==> src/hw/rtl/sme_pkg.sv <==
// Package for the stack machine execute unit.
// Types, opcodes and sizing constants shared by the front, back and output queue.
// No dependencies.
package sme_pkg;

  localparam int STACK_DEPTH   = 256;
  localparam int GLOBALS_DEPTH = 256;
  localparam int PC_WIDTH      = 16;

  localparam int SAW = $clog2(STACK_DEPTH);
  localparam int SCW = SAW + 1;
  localparam int GAW = $clog2(GLOBALS_DEPTH);

  typedef enum logic [4:0] {
    OP_HALT   = 5'd0,
    OP_CONST  = 5'd1,
    OP_ADD    = 5'd2,
    OP_SUB    = 5'd3,
    OP_MUL    = 5'd4,
    OP_LT     = 5'd5,
    OP_EQ     = 5'd6,
    OP_JMP    = 5'd7,
    OP_JMPT   = 5'd8,
    OP_JMPF   = 5'd9,
    OP_LOAD   = 5'd10,
    OP_STORE  = 5'd11,
    OP_GLOAD  = 5'd12,
    OP_GSTORE = 5'd13,
    OP_CALL   = 5'd14,
    OP_RET    = 5'd15,
    OP_POP    = 5'd16,
    OP_PRINT  = 5'd17,
    OP_NOP    = 5'd18
  } op_t;

  typedef enum logic {
    ST_EXEC,
    ST_WAIT
  } be_state_t;

  typedef struct packed {
    logic [4:0]         req_type;
    logic signed [31:0] operand;
    logic [7:0]         arg_count;
  } in_beat_t;

  typedef struct packed {
    logic [15:0]        next_pc;
    logic               print_valid;
    logic signed [31:0] print_value;
    logic               halted;
    logic               fault;
  } out_beat_t;

  typedef struct packed {
    op_t         op;
    logic [31:0] operand;
    logic [7:0]  argc;
    logic [1:0]  len;
  } instr_t;

endpackage

==> src/hw/rtl/sme_outq.sv <==
// Output queue: two-entry buffer between the back end and the result channel.
// Uses sme_pkg.
module sme_outq (
  input  logic               clk,
  input  logic               rst_n,
  input  logic               res_valid,
  input  sme_pkg::out_beat_t res,
  output logic               res_space,
  output logic               out_valid,
  input  logic               out_stall,
  output sme_pkg::out_beat_t out_data
);
  import sme_pkg::*;

  out_beat_t  mem_r [2];
  logic       wp_r, wp_nxt, rp_r, rp_nxt;
  logic [1:0] cnt_r, cnt_nxt;
  logic       pop;

  assign res_space = (cnt_r != 2'd2);
  assign out_valid = (cnt_r != 2'd0);
  assign out_data  = mem_r[rp_r];
  assign pop       = out_valid && !out_stall;

  always_comb begin
    wp_nxt  = res_valid ? ~wp_r : wp_r;
    rp_nxt  = pop ? ~rp_r : rp_r;
    cnt_nxt = cnt_r + 2'(res_valid) - 2'(pop);
  end

  always_ff @(posedge clk) begin
    if (res_valid) begin
      mem_r[wp_r] <= res;
    end
  end

  always_ff @(posedge clk) begin
    if (!rst_n) begin
      wp_r  <= 1'b0;
      rp_r  <= 1'b0;
      cnt_r <= 2'd0;
    end else begin
      wp_r  <= wp_nxt;
      rp_r  <= rp_nxt;
      cnt_r <= cnt_nxt;
    end
  end

endmodule

==> config.mk <==
export PLATFORM = sky130hd
export DESIGN_NAME = sme_outq
export DESIGN_NICKNAME = d
export VERILOG_FILES = /design/src/hw/rtl/sme_pkg.sv /design/src/hw/rtl/sme_outq.sv
export SDC_FILE = /design/constraint.sdc
export NUM_CORES = 1
export LEC_CHECK = 0
export BUFFER_PORTS_ARGS = -buffer_cell sky130_fd_sc_hd__buf_2
export CAP_MARGIN = 0
export CORE_ASPECT_RATIO = 1.75
export CORE_MARGIN = 4
export CORE_UTILIZATION = 35
export DETAILED_ROUTE_END_ITERATION = 12
export HOLD_SLACK_MARGIN = 0.03
export PLACE_DENSITY_LB_ADDON = 0.15
export SLEW_MARGIN = 20
export SYNTH_ARGS = -nofsm -noshare
export SYNTH_HDL_FRONTEND = slang
export SYNTH_SLANG_ARGS = --single-unit
==> constraint.sdc <==
create_clock -name clk -period 6.7 [get_ports clk]
set_clock_uncertainty 0.05 [all_clocks]
set_input_delay 0.335 -clock clk [delete_from_list [all_inputs] [get_ports clk]]
set_output_delay 0.335 -clock clk [all_outputs]
set_load 0.05 [all_outputs]
==> qor.csv <==
metric,value,unit
vias in the first global route,2233,
Synthesized Nets,239,
Post-CTS Setup Bufs,0,
Seq cells post-synth,107,
initial antenna violation count,2,
"Reg clk slew, reported paths",70,ps
Post-synth top cells,"102 x edfxtp_1, 50 x mux2_4, 5 x buf_12, 5 x dfxtp_1, 3 x nor2b_1",
max-cap violations,0,
power per cell area,373,mW/mm^2
R2R cell count,2,
WL per Instance,17.2,um
TritonCTS clock tree,built,
placed insts,420,
Crit Path Category,reg -> out,
Synth Instances,182,
Pre-antenna DRT Iters,3,
critical path's slowest cell,dfxtp_4,
area of the core,0.0116,sq mm
final hold vios,0,
prevailing post-synth register cell,edfxtp_1,
WL final,7500,um
DR iter-0 viols,64,
first-pass GRT wire length,11500,um
post-synthesis cell type count,17,
critical path depth,2,
clk_lat worst skew,330,ps
DR DRC count,0,
"Req. time, crit path",6310,ps
VDD IR max,0.265,mV
instance area at placement,0.00480,sq mm
area grow syn2layout,21.8,%
Top Family by Delay on Critical Path,flip-flops,
"top cells by area, synth","edfxtp_1 73%, mux2_4 18%, buf_12 2.4%, dfxtp_1 2.4%, ha_1 0.60%",
"Seq/Total Area, Yosys",0.757,
Final setup viols,0,
cells along the critical path,mux2_2 -> buf_2,
Inserted Clock Buffers,9,
DR vias,2033,
Yosys Warn Count,0,
Hold Crit Class,in -> reg,
Final Instance Area,0.00509,sq mm
final period utilization,0.355,
vias per std cell,4.65,
Simple-Gate Fraction of Synth Area,0.0123,
GRT Total Usage,0.110,
RSZ-0062 raised after global routing,false,
area fraction in compound gates after synthesis,0.00419,
CP max FO,51,
Die Ht,153,um
post-CTS resize count,0,
hpwl dp,4990,um
Mean Syn Cell Area,23.0,sq um
Starting Density,0.359,
number of routed nets with antenna violations,0,
status,completed,
max-slew violations,0,
largest family of logic cells by synthesized area,multiplexers,
Clock Tree Buf Depth,2,
Hold Crit Depth,1,
static leakage,2.01,nW
number of synthesized flops with an enable pin,102,
asr flop ratio synth,0,
clock sink count,107,
worst-margin pin slew,996,ps
total grt overflow,0,
CP startpoint kind,flop,
Top Ports,108,
fillers,1058,
# H-tree levels,3,
mapped cell area,0.00418,sq mm
Total Power,0.00190,W
largest net degree at the start of global routing,52,
critical path buffer and inverter count,1,
leading area contributor after synthesis,edfxtp_1,
setup TNS,0,ps
arrival time worst endpoint,1990,ps
largest stage delay on the critical path,1010,ps
Hold Slack,133,ps
Rel. slew slack,0.336,
num rows,52,
I/O Buffers,107,
CTS hold repair buffers,0,
Die Wd,90.6,um
XOR/XNOR share of the synthesized area,0.00539,
final net count,353,
Adder-Cell Fraction of Synth Area,0.00599,
Final Non-Filler Cells,437,
Final Wtd Congestion,0.679,
overall die area,0.0138,sq mm
multiplexer area fraction after synthesis,0.187,
Root Buffer Master,clkbuf_16,
most frequent cell after synthesis,edfxtp_1,
CP Capture Type,output port,
top cell type's share of synthesized area,0.733,
layout cells sized above 1,0.593,
min Tclk post-route,2380,ps
Highest Clock Rate,420,MHz
per-stage QoR:
step / setup WS, ps / utilization
after floorplan: 3560 / -
after global placement: 4620 / 0.412
after detailed placement: 4620 / 0.412
after CTS: 4260 / 0.437
after global routing: 4210 / 0.437
final: 4320 / 0.437
where the power goes:
group | internal, W | total, W | switching (W) | leakage [nW]
combinational | 0.000207 | 0.000549 | 0.000343 | 0.870
clock | 0.000286 | 0.000506 | 0.000219 | 0.136
sequential | 0.000780 | 0.000845 | 0.0000659 | 0.999
total | 0.00127 | 0.00190 | 0.000628 | 2.01
placed cells by master (no fill, tap or decap):
cell        instances
buf_2             107
edfxtp_1          102
mux2_4             50
clkbuf_16           9
dfxtp_1             4
diode_2             2
inv_1               2
nand2_1             2
mux2i_1             2
nor2b_1             2
ha_1                2
buf_4               2
o21ba_2             1
mux2_2              1
and2_2              1
nand2b_1            1
nor2b_4             1
or2_2               1
and2_1              1
o21a_1              1
xnor3_1             1
dfxtp_4             1
clkbuf_1            1
clkinv_4            1
clkinv_1            1
clkinv_2            1
bufinv_16           1
clkinvlp_4          1
final cells by class:
cell class | instances | area [sq um] | area share
clock inverters | 5 | 55.1 | 0.0108
well taps | 135 | 169 | 0.0332
multi-input cells | 67 | 907 | 0.178
flip-flops and latches | 107 | 3170 | 0.622
repair buffers | 109 | 551 | 0.108
inverters | 2 | 7.51 | 0.00147
diodes | 2 | 5.00 | 0.000983
clock buffers | 10 | 229 | 0.0450
final timing paths:
kind	start	to	slack (ps)
max reg2reg	wp_r	mem_r[1][45]	4820
max	flop	out_data[50]	4320
min reg2reg	rp_r	flop	430
min	res[19]	mem_r[1][19]	130
sequential cells by signal, summed over array words and instances, names as in the netlist, named ones only:
register  flops
cnt_r         2
rp_r          1
mem_r       102
wp_r          1
worst register-to-register path, stage by stage, from the launching register on:
cell and delay [ps]:
dfxtp_1 390, and2_2 600, buf_4 480
logic make-up after synthesis:
kind of cell               count (synthesis)
and+or+nand+nor                            9
buffers and inverters                      8
muxes                                     53
adders and majority gates                  2
AOI/OAI and AO/OA                          2
xor gates and xnor gates                   1
DFF                                      107
layer usage:
layer,global-route usage,part of all wire,vias up
met2,0.194,0.54,68
met1,0.112,0.37,1013
li1,-,-,934
met3,0.0257,0.050,18
met5,0,0,-
met4,0.0811,0.041,0
Note: power is estimated with default switching activity, not from simulation.
