## config.mk

```make
export PLATFORM = sky130hd
export DESIGN_NAME = sme_front
export DESIGN_NICKNAME = d
export VERILOG_FILES = /design/src/hw/rtl/sme_pkg.sv /design/src/hw/rtl/sme_front.sv
export SDC_FILE = /design/constraint.sdc
export NUM_CORES = 1
export LEC_CHECK = 0
export BUFFER_PORTS_ARGS = -buffer_cell sky130_fd_sc_hd__buf_2
export CAP_MARGIN = 20
export CORE_ASPECT_RATIO = 0.6
export CORE_MARGIN = 2
export CORE_UTILIZATION = 52
export DETAILED_ROUTE_END_ITERATION = 6
export PLACE_DENSITY = 0.84
export RECOVER_POWER = 50
export SKIP_CTS_REPAIR_TIMING = 1
export SYNTH_ARGS = -nofsm -noshare
export SYNTH_HDL_FRONTEND = slang
export SYNTH_SLANG_ARGS = --single-unit
```

## constraint.sdc

```tcl
create_clock -name clk -period 4.8 [get_ports clk]
set_input_delay 1.2 -clock clk [delete_from_list [all_inputs] [get_ports clk]]
set_output_delay 1.2 -clock clk [all_outputs]
set_load 0.005 [all_outputs]
```

## src/hw/rtl/sme_pkg.sv

```systemverilog
// Package for the stack machine execute unit.
// Types, opcodes and sizing constants shared by the front, back and output queue.
// No dependencies.
package sme_pkg;

  localparam int STACK_DEPTH   = 256;
  localparam int GLOBALS_DEPTH = 256;
  localparam int PC_WIDTH      = 16;

  localparam int SAW = $clog2(STACK_DEPTH);
  localparam int SCW = SAW + 1;
  localparam int GAW = $clog2(GLOBALS_DEPTH);

  typedef enum logic [4:0] {
    OP_HALT   = 5'd0,
    OP_CONST  = 5'd1,
    OP_ADD    = 5'd2,
    OP_SUB    = 5'd3,
    OP_MUL    = 5'd4,
    OP_LT     = 5'd5,
    OP_EQ     = 5'd6,
    OP_JMP    = 5'd7,
    OP_JMPT   = 5'd8,
    OP_JMPF   = 5'd9,
    OP_LOAD   = 5'd10,
    OP_STORE  = 5'd11,
    OP_GLOAD  = 5'd12,
    OP_GSTORE = 5'd13,
    OP_CALL   = 5'd14,
    OP_RET    = 5'd15,
    OP_POP    = 5'd16,
    OP_PRINT  = 5'd17,
    OP_NOP    = 5'd18
  } op_t;

  typedef enum logic {
    ST_EXEC,
    ST_WAIT
  } be_state_t;

  typedef struct packed {
    logic [4:0]         req_type;
    logic signed [31:0] operand;
    logic [7:0]         arg_count;
  } in_beat_t;

  typedef struct packed {
    logic [15:0]        next_pc;
    logic               print_valid;
    logic signed [31:0] print_value;
    logic               halted;
    logic               fault;
  } out_beat_t;

  typedef struct packed {
    op_t         op;
    logic [31:0] operand;
    logic [7:0]  argc;
    logic [1:0]  len;
  } instr_t;

endpackage

```

## src/hw/rtl/sme_front.sv

```systemverilog
// Front end: accepts instruction beats, decodes opcode and length,
// and holds them in a two-entry queue for the back end. Uses sme_pkg.
module sme_front (
  input  logic              clk,
  input  logic              rst_n,
  input  logic              in_valid,
  output logic              in_stall,
  input  sme_pkg::in_beat_t in_data,
  output logic              q_valid,
  output sme_pkg::instr_t   q_item,
  input  logic              q_pop
);
  import sme_pkg::*;

  instr_t     q_mem_r [2];
  logic       wp_r, wp_nxt, rp_r, rp_nxt;
  logic [1:0] cnt_r, cnt_nxt;
  instr_t     dec;
  logic       push;

  always_comb begin
    dec.operand = in_data.operand;
    dec.argc    = in_data.arg_count;
    if (in_data.req_type <= 5'd17) begin
      dec.op = op_t'(in_data.req_type);
    end else begin
      dec.op = OP_NOP;
    end
    unique case (dec.op)
      OP_CONST, OP_JMP, OP_JMPT, OP_JMPF, OP_LOAD, OP_STORE, OP_GSTORE: dec.len = 2'd2;
      OP_CALL: dec.len = 2'd3;
      default: dec.len = 2'd1;
    endcase
  end

  assign in_stall = (cnt_r == 2'd2);
  assign push     = in_valid && !in_stall;
  assign q_valid  = (cnt_r != 2'd0);
  assign q_item   = q_mem_r[rp_r];

  always_comb begin
    wp_nxt  = push ? ~wp_r : wp_r;
    rp_nxt  = q_pop ? ~rp_r : rp_r;
    cnt_nxt = cnt_r + 2'(push) - 2'(q_pop);
  end

  always_ff @(posedge clk) begin
    if (push) begin
      q_mem_r[wp_r] <= dec;
    end
  end

  always_ff @(posedge clk) begin
    if (!rst_n) begin
      wp_r  <= 1'b0;
      rp_r  <= 1'b0;
      cnt_r <= 2'd0;
    end else begin
      wp_r  <= wp_nxt;
      rp_r  <= rp_nxt;
      cnt_r <= cnt_nxt;
    end
  end

endmodule

```

==> results of run 1 <==
[sequential cells by signal, indices dropped and copies added, names as in the netlist, named ones only]
name and flops:
rp_r 1, q_mem_r 94, cnt_r 2, wp_r 1
[power by group through the flow]
stage / sequential, mW / clock [mW] / combinational [mW]
floorplan: 1.09 / 0 / 0.184
global placement: 1.11 / 0 / 0.280
detailed placement: 1.11 / 0 / 0.288
CTS: 1.09 / 0.639 / 0.289
global route: 1.09 / 0.675 / 0.319
finish: 1.09 / 0.619 / 0.292
[cells by family after synthesis]
kind of cell / after synthesis
fa+ha+maj: 3
simple gates: 24
mux: 48
buf+inv: 9
compound gates: 5
xor+xnor: 2
flops: 99
[worst max-delay path, stage by stage]
cell and delay, ns:
sky130_fd_sc_hd__buf_2 0.08, sky130_fd_sc_hd__nand2_1 0.09, sky130_fd_sc_hd__nor2_1 1.35, sky130_fd_sc_hd__buf_4 0.55
[placed cells by master (no fill, tap or decap), types with 2 or more instances in the layout]
cell                         netlist  routed
sky130_fd_sc_hd__nand2_1           3       3
sky130_fd_sc_hd__nor2b_1           3       3
sky130_fd_sc_hd__clkbuf_1          1      30
sky130_fd_sc_hd__buf_12            0       2
sky130_fd_sc_hd__mux2_4           30      30
sky130_fd_sc_hd__buf_2             1      68
sky130_fd_sc_hd__clkbuf_16         0       9
sky130_fd_sc_hd__nor3b_1           2       2
sky130_fd_sc_hd__buf_4             0       2
sky130_fd_sc_hd__nand2b_1          2       2
sky130_fd_sc_hd__mux2_2           17      17
sky130_fd_sc_hd__edfxtp_1         94      94
sky130_fd_sc_hd__and2_1            3       2
sky130_fd_sc_hd__dfxtp_1           5       4
sky130_fd_sc_hd__clkinvlp_4        0       2
sky130_fd_sc_hd__clkinv_1          0       2
sky130_fd_sc_hd__nor2_1            5       5
sky130_fd_sc_hd__inv_1             3       3
sky130_fd_sc_hd__nor3_1            2       2
sky130_fd_sc_hd__ha_1              3       3
sky130_fd_sc_hd__a21o_1            2       2
[through the flow]
stage / util, % / area [um^2] / cells / power, mW / worst slack (ns)
after floorplan: - / 3860 / 190 / 1.28 / 1.08
after global placement: 61.5 / 4450 / 387 / 1.39 / 1.73
after detailed placement: 61.5 / 4450 / 387 / 1.40 / 1.72
after CTS: 65.1 / 4710 / 402 / 2.02 / 1.35
after global routing: 65.0 / 4700 / 404 / 2.09 / 1.26
final: 65.0 / 4700 / 404 / 2.00 / 1.49
[area by class of cell]
class | instances | area, um^2
tap | 104 | 130
inverter | 3 | 11.3
timing repair buffer | 101 | 504
clock inverter | 5 | 31.3
clock buffer | 10 | 229
multi-input combinational | 82 | 873
sequential | 99 | 2920
fill | 551 | 2530
[per-layer routing]
metal  vias up  wire length [um]
li1        944                 -
met1       972              2980
met2        65              3090
met3         4               332
met4         0                23
met5         -                 0
[path summary, 6_finish.rpt]
check,endpoint,cells past startpoint,startpoint
min,wp_r,2,wp_r
min reg2reg,wp_r,2,wp_r
max,q_mem_r[0][3],4,in_valid
max reg2reg,q_mem_r[0][3],4,cnt_r[0]
==> flow_summary.json, run 1 <==
{
  "synth_top_cells_by_area": "sky130_fd_sc_hd__edfxtp_1 73%, sky130_fd_sc_hd__mux2_4 12%, sky130_fd_sc_hd__mux2_2 5.0%",
  "cts_max_path_buffers": 2,
  "synth-seq-area-share_pct": 75.6,
  "cap_violations": 1,
  "compound_gate_portion_of_the_synthesized_area_pct": 0.939,
  "tritoncts": "yes",
  "grt_pass1_wl_um": 9650,
  "slew_violations": 22,
  "antenna_cells_inserted": 0,
  "period_share_pct": 68.9,
  "grt_residual_overflow": 0,
  "grtUsageMet2_pct": 26.2,
  "gr-max-usage-layer": "met2",
  "power.net_switching_uw": 442,
  "highest_clock_rate_ghz": 0.302,
  "synth.net_count": 242,
  "timing.hold.ws_ns": 0.501,
  "critPathRequiredTime_ns": 4.79,
  "die-height_um": 70.8,
  "synth_xor_area_share_pct": 0.453,
  "overall_global_routing_resource_usage_pct": 16.3,
  "initial_utilization_pct": 53.4,
  "setup.worst_path.start_class": "input pin",
  "grtUsageMet3_pct": 6.26,
  "outcome": "finished with violations",
  "finalSetupTns_ns": 0,
  "synth_top_family_by_area": "multiplexers",
  "number_of_buffers_created_by_cts": 9,
  "failed_checks": "capacitance limit, slew limit",
  "clk_transition_reported_paths_ns": 0.06,
  "synth.ff_latch_count": 99,
  "finalHoldViolCount": 0,
  "synth_top_area_cell": "sky130_fd_sc_hd__edfxtp_1",
  "max_slew_margin_pct": -21.0,
  "synth-adder-area-share_pct": 0.972,
  "fraction_of_synthesis_flops_using_an_asynchronous_set_or_reset_pin_pct": 0,
  "post_synth_instance_area_um2": 3860,
  "ir_worst_vdd_v": 0.000227,
  "grt_use_met1_pct": 21.2,
  "grt_setup_unrepaired": "false",
  "synthMuxAreaShare_pct": 16.9,
  "floorplan.core_area_um2": 7240,
  "grt_start_max_net_pins": 48,
  "hpwl_um": 4330,
  "post_drt_wl_per_cell_um": 15.9,
  "timing.reg2reg.setup_slack_ns": 1.93,
  "fin_skew_ns": 0.00739,
  "max_slew.worst_pin.slew_ns": 1.81,
  "drt-initial-drc-count": 77,
  "tritoncts_num_sinks": 99,
  "yosys.cell_count.top_type": "sky130_fd_sc_hd__edfxtp_1",
  "p_leak_nw": 1.78,
  "grt_pass1_vias": 1954,
  "synthesis.yosys.warnings": 0,
  "layout-drive-gt1-share_pct": 44.7,
  "synth_enable_flop_cells": 94,
  "synth.lib_cells_used.distinct": 27,
  "critPathCaptureType": "flip-flop",
  "drcViolationCount": 0,
  "clockRootBuffer": "sky130_fd_sc_hd__clkbuf_16",
  "worst_hold_path_type": "reg2reg",
  "final_min_period_ns": 3.31,
  "worst_ep_arrival_time_ns": 3.29,
  "grt_antenna_before_repair": 0,
  "dieWidth_um": 115,
  "pwr-share-clk_pct": 31.0,
  "cp_max_fo": 27,
  "p_comb_share_pct": 14.6,
  "area_delta_synth_final_pct": 21.7,
  "pwr-share-seq_pct": 54.4,
  "sw_frac_of_total_pct": 22.1,
  "synth_flop_cell": "sky130_fd_sc_hd__edfxtp_1",
  "syn_area_per_cell_um2": 20.3,
  "dieArea_um2": 8160,
  "h-tree-depth": 3,
  "timing_worst_setup_path_type": "in2reg",
  "antenna_violating_nets_post_route": 0,
  "final-setup-viol-count": 0,
  "synth_top_cell_area_share_pct": 73.1,
  "synth_commonest_cells": "94 x sky130_fd_sc_hd__edfxtp_1, 30 x sky130_fd_sc_hd__mux2_4, 17 x sky130_fd_sc_hd__mux2_2, 5 x sky130_fd_sc_hd__dfxtp_1, 5 x sky130_fd_sc_hd__nor2_1",
  "number_of_nets_in_the_layout": 348,
  "place.gp.congestion": 0.744,
  "via_per_inst": 4.91,
  "worstSkewPairLatency_ns": 0.33,
  "routed_wirelength_um": 6430,
  "port_buffers": 97,
  "vias_post_dr": 1985,
  "yosys.area_share.simple_pct": 3.43,
  "cellInternalPower_mw": 1.55,
  "power.density_nw_per_um2": 424,
  "fp-row-count": 24,
  "top_level_ports": 98,
  "detailedRoute.firstPassIterationCount": 4,
  "netlist_instances": 190
}
(Power assumes the default switching activity.)
==> inputs of run 2 (changes only) <==
CORE_UTILIZATION = 47   (was 52)
PLACE_DENSITY = 0.81   (was 0.84)
clock period = 2.7 ns   (was 4.8 ns; I/O delays follow)
==> run 2 against run 1 <==
- the flow now finishes without violations
- flip-flop and latch count unchanged
- via count up 0.91%
- power up 85%
- routed wire length up 1.4%
- clock skew down 0.0029 ns
- register-to-register slack worse by 1.4 ns
- hold slack better by 0.024 ns
- non-clock buffer count up 1
- clock-buffer cell count unchanged
- global-route usage down 1.3 points
- largest cell class unchanged
- largest power group unchanged
==> flow_summary.json, run 2 (synthesized netlist as in run 1, its figures left out) <==
{
  "fp-row-count": 25,
  "place.gp.congestion": 0.762,
  "outcome": "finished, final reports clean",
  "tritoncts_num_sinks": 99,
  "post_drt_wl_per_cell_um": 15.9,
  "slew_violations": 0,
  "largest-register": "q_mem_r",
  "cap_violations": 0,
  "power.density_nw_per_um2": 778,
  "clockRootBuffer": "sky130_fd_sc_hd__clkbuf_16",
  "h-tree-depth": 3,
  "final_cell_area_um2": 4740,
  "vias_post_dr": 2003,
  "final_common_cell": "sky130_fd_sc_hd__edfxtp_1",
  "drcViolationCount": 0,
  "grt_pass1_wl_um": 9810,
  "grt_pass1_vias": 2061,
  "grt_residual_overflow": 0,
  "overall_global_routing_resource_usage_pct": 15.0,
  "critPathCaptureType": "primary output",
  "worst_ep_arrival_time_ns": 1.59,
  "layout-drive-gt1-share_pct": 47.0,
  "timing_worst_setup_path_type": "reg2out",
  "rr_worst_depth": 4,
  "seqCellArea_um2": 2920,
  "antenna_cells_inserted": 0,
  "dieWidth_um": 121,
  "largest_reg_flops": 94,
  "biggestRegsByFlops": "q_mem_r: 94 flops, cnt_r: 2 flops",
  "grt_setup_unrepaired": "false",
  "routed_wirelength_um": 6510,
  "critPathRequiredTime_ns": 2.03,
  "port_buffers": 97,
  "number_of_nets_in_the_layout": 349,
  "detailed_place.area_um2": 4490,
  "via_per_inst": 4.89,
  "worstSkewPairLatency_ns": 0.33,
  "max_slew.worst_pin.slew_ns": 1.30,
  "final-setup-viol-count": 0,
  "hp-start": "in_data[0]",
  "hpwl_um": 4380,
  "top_level_ports": 98,
  "fin_skew_ns": 0.00453,
  "ir_worst_vdd_v": 0.000466,
  "die-height_um": 74.2,
  "period_share_pct": 83.7,
  "worst_hold_path_type": "in2reg",
  "dieArea_um2": 8990,
  "worst_hold_stages": 1,
  "grt_start_max_net_pins": 48,
  "antenna_violating_nets_post_route": 0,
  "max_slew_margin_pct": 13.6,
  "final_min_period_ns": 2.26,
  "floorplan.core_area_um2": 7910,
  "num-fill-cells": 622,
  "initial_utilization_pct": 48.8,
  "area_delta_synth_final_pct": 22.6,
  "tritoncts": "yes",
  "finalSetupTns_ns": 0,
  "number_of_buffers_created_by_cts": 9,
  "clk_transition_reported_paths_ns": 0.06,
  "dp_slack_ns": 0.432,
  "most-common-layout-cells": "94 x sky130_fd_sc_hd__edfxtp_1, 72 x sky130_fd_sc_hd__buf_2, 30 x sky130_fd_sc_hd__mux2_4",
  "r2r-start": "cnt_r[0]",
  "detailedRoute.firstPassIterationCount": 4,
  "finalHoldViolCount": 0,
  "p_leak_nw": 1.81,
  "drt-initial-drc-count": 95,
  "highest_clock_rate_ghz": 0.442,
  "cts_max_path_buffers": 2,
  "cp_max_fo": 27,
  "multiInputGateArea_um2": 881,
  "setup.worst_path.start_class": "flip-flop",
  "grt_antenna_before_repair": 0,
  "timing.final.ws_setup_ns": 0.440
}
[run 2: cell count changes in the layout (fill, tap and decap cells not counted), moves of 2 or more]
cell,previous run,this run
sky130_fd_sc_hd__buf_2,68,72
sky130_fd_sc_hd__buf_12,2,0
sky130_fd_sc_hd__buf_4,2,4
sky130_fd_sc_hd__clkbuf_1,30,26
[run 2: path summary, 6_finish.rpt]
path	end	slack, ns
worst max-delay path	q_item[5]	0.44
worst min-delay path	q_mem_r[0][2]	0.52
worst max register to register	q_mem_r[0][32]	0.55
worst min register to register	rp_r	0.53
[run 2: cell type report]
class / count / share of cell area (%)
Sequential cell: 99 / 61.7
Multi-Input combinational cell: 82 / 18.6
Timing Repair Buffer: 102 / 10.3
Clock buffer: 10 / 4.83
Tap cell: 108 / 2.85
Clock inverter: 6 / 1.40
Inverter: 3 / 0.238
[run 2: routing by layer]
layer | vias to the layer above | track usage (%) | part of all wire, %
li1 | 940 | - | -
met1 | 979 | 18.5 | 45
met2 | 74 | 24.7 | 47
met3 | 10 | 5.67 | 7.2
met4 | 0 | 5.81 | 1.3
met5 | - | 0 | 0
[run 2: where the power goes]
group | leakage (nW) | internal (mW) | switching [mW] | total [mW]
sequential | 0.918 | 1.88 | 0.0440 | 1.92
clock | 0.136 | 0.717 | 0.515 | 1.23
combinational | 0.755 | 0.272 | 0.263 | 0.534
total | 1.81 | 2.86 | 0.822 | 3.69
[run 2: metrics by stage]
step / utilization [%] / instances / hold slack, ns / total power [mW]
2_1_floorplan: - / 190 / 0.466 / 2.27
3_3_place_gp: 56.7 / 394 / 0.496 / 2.48
3_5_place_dp: 56.7 / 394 / 0.513 / 2.51
4_1_cts: 60.5 / 410 / 0.509 / 3.75
5_1_grt: 59.8 / 410 / 0.507 / 3.85
6_report: 59.8 / 410 / 0.525 / 3.69
[run 2: critical path, cell delays in order (launching register included)]
cell                      delay [ns]
sky130_fd_sc_hd__dfxtp_2        0.32
sky130_fd_sc_hd__buf_4          0.38
sky130_fd_sc_hd__mux2_2         0.39
sky130_fd_sc_hd__buf_2          0.13
==> inputs of run 3 (changes only) <==
CORE_UTILIZATION = 52   (was 47)
PLACE_DENSITY = 0.84   (was 0.81)
clock period = 2.1 ns   (was 2.7 ns; I/O delays follow)
==> run 3 against run 2 <==
- critical path depth stayed put
- largest power group unchanged
- clock power increased by 30%
- power up 29%
- critical path type unchanged
- cell area up 0.42%
- routed wire length shrank 6.1%
- die area shrank 9.2%
==> flow_summary.json, run 3 (synthesized netlist as in run 1, its figures left out) <==
{
  "grt_residual_overflow": 0,
  "grt_antenna_before_repair": 0,
  "fp-row-count": 24,
  "worst_hold_path_type": "in2reg",
  "die-height_um": 70.8,
  "area_delta_synth_final_pct": 23.1,
  "slew_violations": 0,
  "finalHoldViolCount": 0,
  "post_layout_nonfiller_instances": 407,
  "detailed_place.area_um2": 4490,
  "h-tree-depth": 3,
  "final_common_cell": "sky130_fd_sc_hd__edfxtp_1",
  "grt_start_max_net_pins": 29,
  "biggestRegsByFlops": "q_mem_r: 94 flops, cnt_r: 2 flops",
  "ir_worst_vdd_v": 0.000574,
  "critical_path.max_stage_delay_ns": 0.38,
  "outcome": "finished, final reports clean",
  "clockRootBuffer": "sky130_fd_sc_hd__clkbuf_16",
  "timing.final.ws_setup_ns": 0.118,
  "most-common-layout-cells": "94 x sky130_fd_sc_hd__edfxtp_1, 71 x sky130_fd_sc_hd__buf_2, 30 x sky130_fd_sc_hd__mux2_4",
  "top_level_ports": 98,
  "grt_setup_unrepaired": "false",
  "finalSetupTns_ns": 0,
  "post_drt_wl_per_cell_um": 15.0,
  "layout-drive-gt1-share_pct": 46.9,
  "critPathCaptureType": "primary output",
  "worst_ep_arrival_time_ns": 1.46,
  "number_of_buffers_created_by_cts": 9,
  "antenna_violating_nets_post_route": 0,
  "critical_path_buffer_and_inverter_count": 2,
  "tritoncts_num_sinks": 99,
  "drt-initial-drc-count": 97,
  "via_per_inst": 4.81,
  "largest_reg_flops": 94,
  "critPathRequiredTime_ns": 1.57,
  "grt_pass1_vias": 1963,
  "routed_wirelength_um": 6120,
  "timing_worst_setup_path_type": "reg2out",
  "num-fill-cells": 514,
  "final-setup-viol-count": 0,
  "family_with_the_most_delay_on_the_worst_path": "buffers and inverters",
  "cp_max_fo": 19,
  "fin_skew_ns": 0.00486,
  "final_cell_area_um2": 4760,
  "p_leak_nw": 1.83,
  "place.gp.congestion": 0.718,
  "dieWidth_um": 115,
  "setup.worst_path.start_class": "flip-flop",
  "floorplan.core_area_um2": 7240,
  "cap_violations": 0,
  "grt_pass1_wl_um": 9300,
  "post-layout-total-power_mw": 4.75,
  "drcViolationCount": 0,
  "max_slew.worst_pin.slew_ns": 0.669,
  "antenna_cells_inserted": 0,
  "hpwl_um": 4240,
  "worst_path_cell_trace": "buf_6, mux2_2, buf_2",
  "highest_clock_rate_ghz": 0.505,
  "dp_slack_ns": 0.00262,
  "largest-register": "q_mem_r",
  "initial_utilization_pct": 53.4,
  "cts_max_path_buffers": 2,
  "max_slew_margin_pct": 55.4,
  "port_buffers": 97,
  "worstSkewPairLatency_ns": 0.34,
  "placed_cells": 391,
  "vias_post_dr": 1956,
  "power.density_nw_per_um2": 999,
  "overall_global_routing_resource_usage_pct": 15.7,
  "detailedRoute.firstPassIterationCount": 4,
  "worst_path_max_delay_cell": "sky130_fd_sc_hd__mux2_2",
  "period_share_pct": 94.4,
  "clk_transition_reported_paths_ns": 0.06,
  "tritoncts": "yes",
  "dieArea_um2": 8160,
  "number_of_nets_in_the_layout": 350,
  "final_min_period_ns": 1.98
}
[run 3: changes by cell type in the layout (fill, tap and decap cells not counted), sizes merged]
| cell | delta |
|---|---|
| buf | -1 |
| clkbuf | +6 |
| clkinv | -2 |
| clkinvlp | -2 |
[run 3: metal layers]
metal / track usage (%) / vias to the layer above / routed length [um] / part of all wire [%]
met5: 0 / - / 0 / 0
met1: 19.0 / 934 / 2790 / 46
li1: - / 945 / - / -
met2: 25.1 / 69 / 2840 / 46
met4: 6.02 / 0 / 77 / 1.3
met3: 6.94 / 8 / 405 / 6.6
[run 3: final cells by class]
cell class	instances	area (um^2)	area share, %
Tap cell	104	130	2.74
Multi-Input combinational cell	82	882	18.5
Sequential cell	99	2920	61.5
Clock inverter	2	35.0	0.737
Timing Repair Buffer	103	509	10.7
Inverter	3	11.3	0.237
Clock buffer	14	264	5.55
[run 3: through the flow]
step | utilization, % | hold WS [ns]
2_1_floorplan | - | 0.480
3_3_place_gp | 62.1 | 0.498
3_5_place_dp | 62.1 | 0.518
4_1_cts | 66.2 | 0.356
5_1_grt | 65.7 | 0.354
6_report | 65.7 | 0.376
[run 3: worst reg2reg max path: cells and delay by family (launching register included)]
kind,cells,cell delay (ns)
AND/OR/NAND/NOR,4,0.56
adder cells (fa/ha/maj),2,0.48
flip-flops,1,0.35
XOR/XNOR,1,0.15
buffers and inverters,1,0.04
[run 3: path summary, 6_finish.rpt]
| kind | slack (ns) | endpoint | startpoint | cells past startpoint |
|---|---|---|---|---|
| setup / recovery | 0.12 | q_item[0] | flip-flop | 3 |
| hold / removal | 0.38 | q_mem_r[1][18] | in_data[16] | 1 |
| setup reg to reg | 0.44 | cnt_r[1] | cnt_r[0] | 8 |
| hold reg to reg | 0.53 | flip-flop | rp_r | 2 |
[run 3: where the power goes]
group | switching (mW) | internal, mW | total (mW)
registers | 0.0577 | 2.41 | 2.46
clock network | 0.618 | 0.986 | 1.60
logic | 0.325 | 0.359 | 0.684
total | 1.00 | 3.75 | 4.75
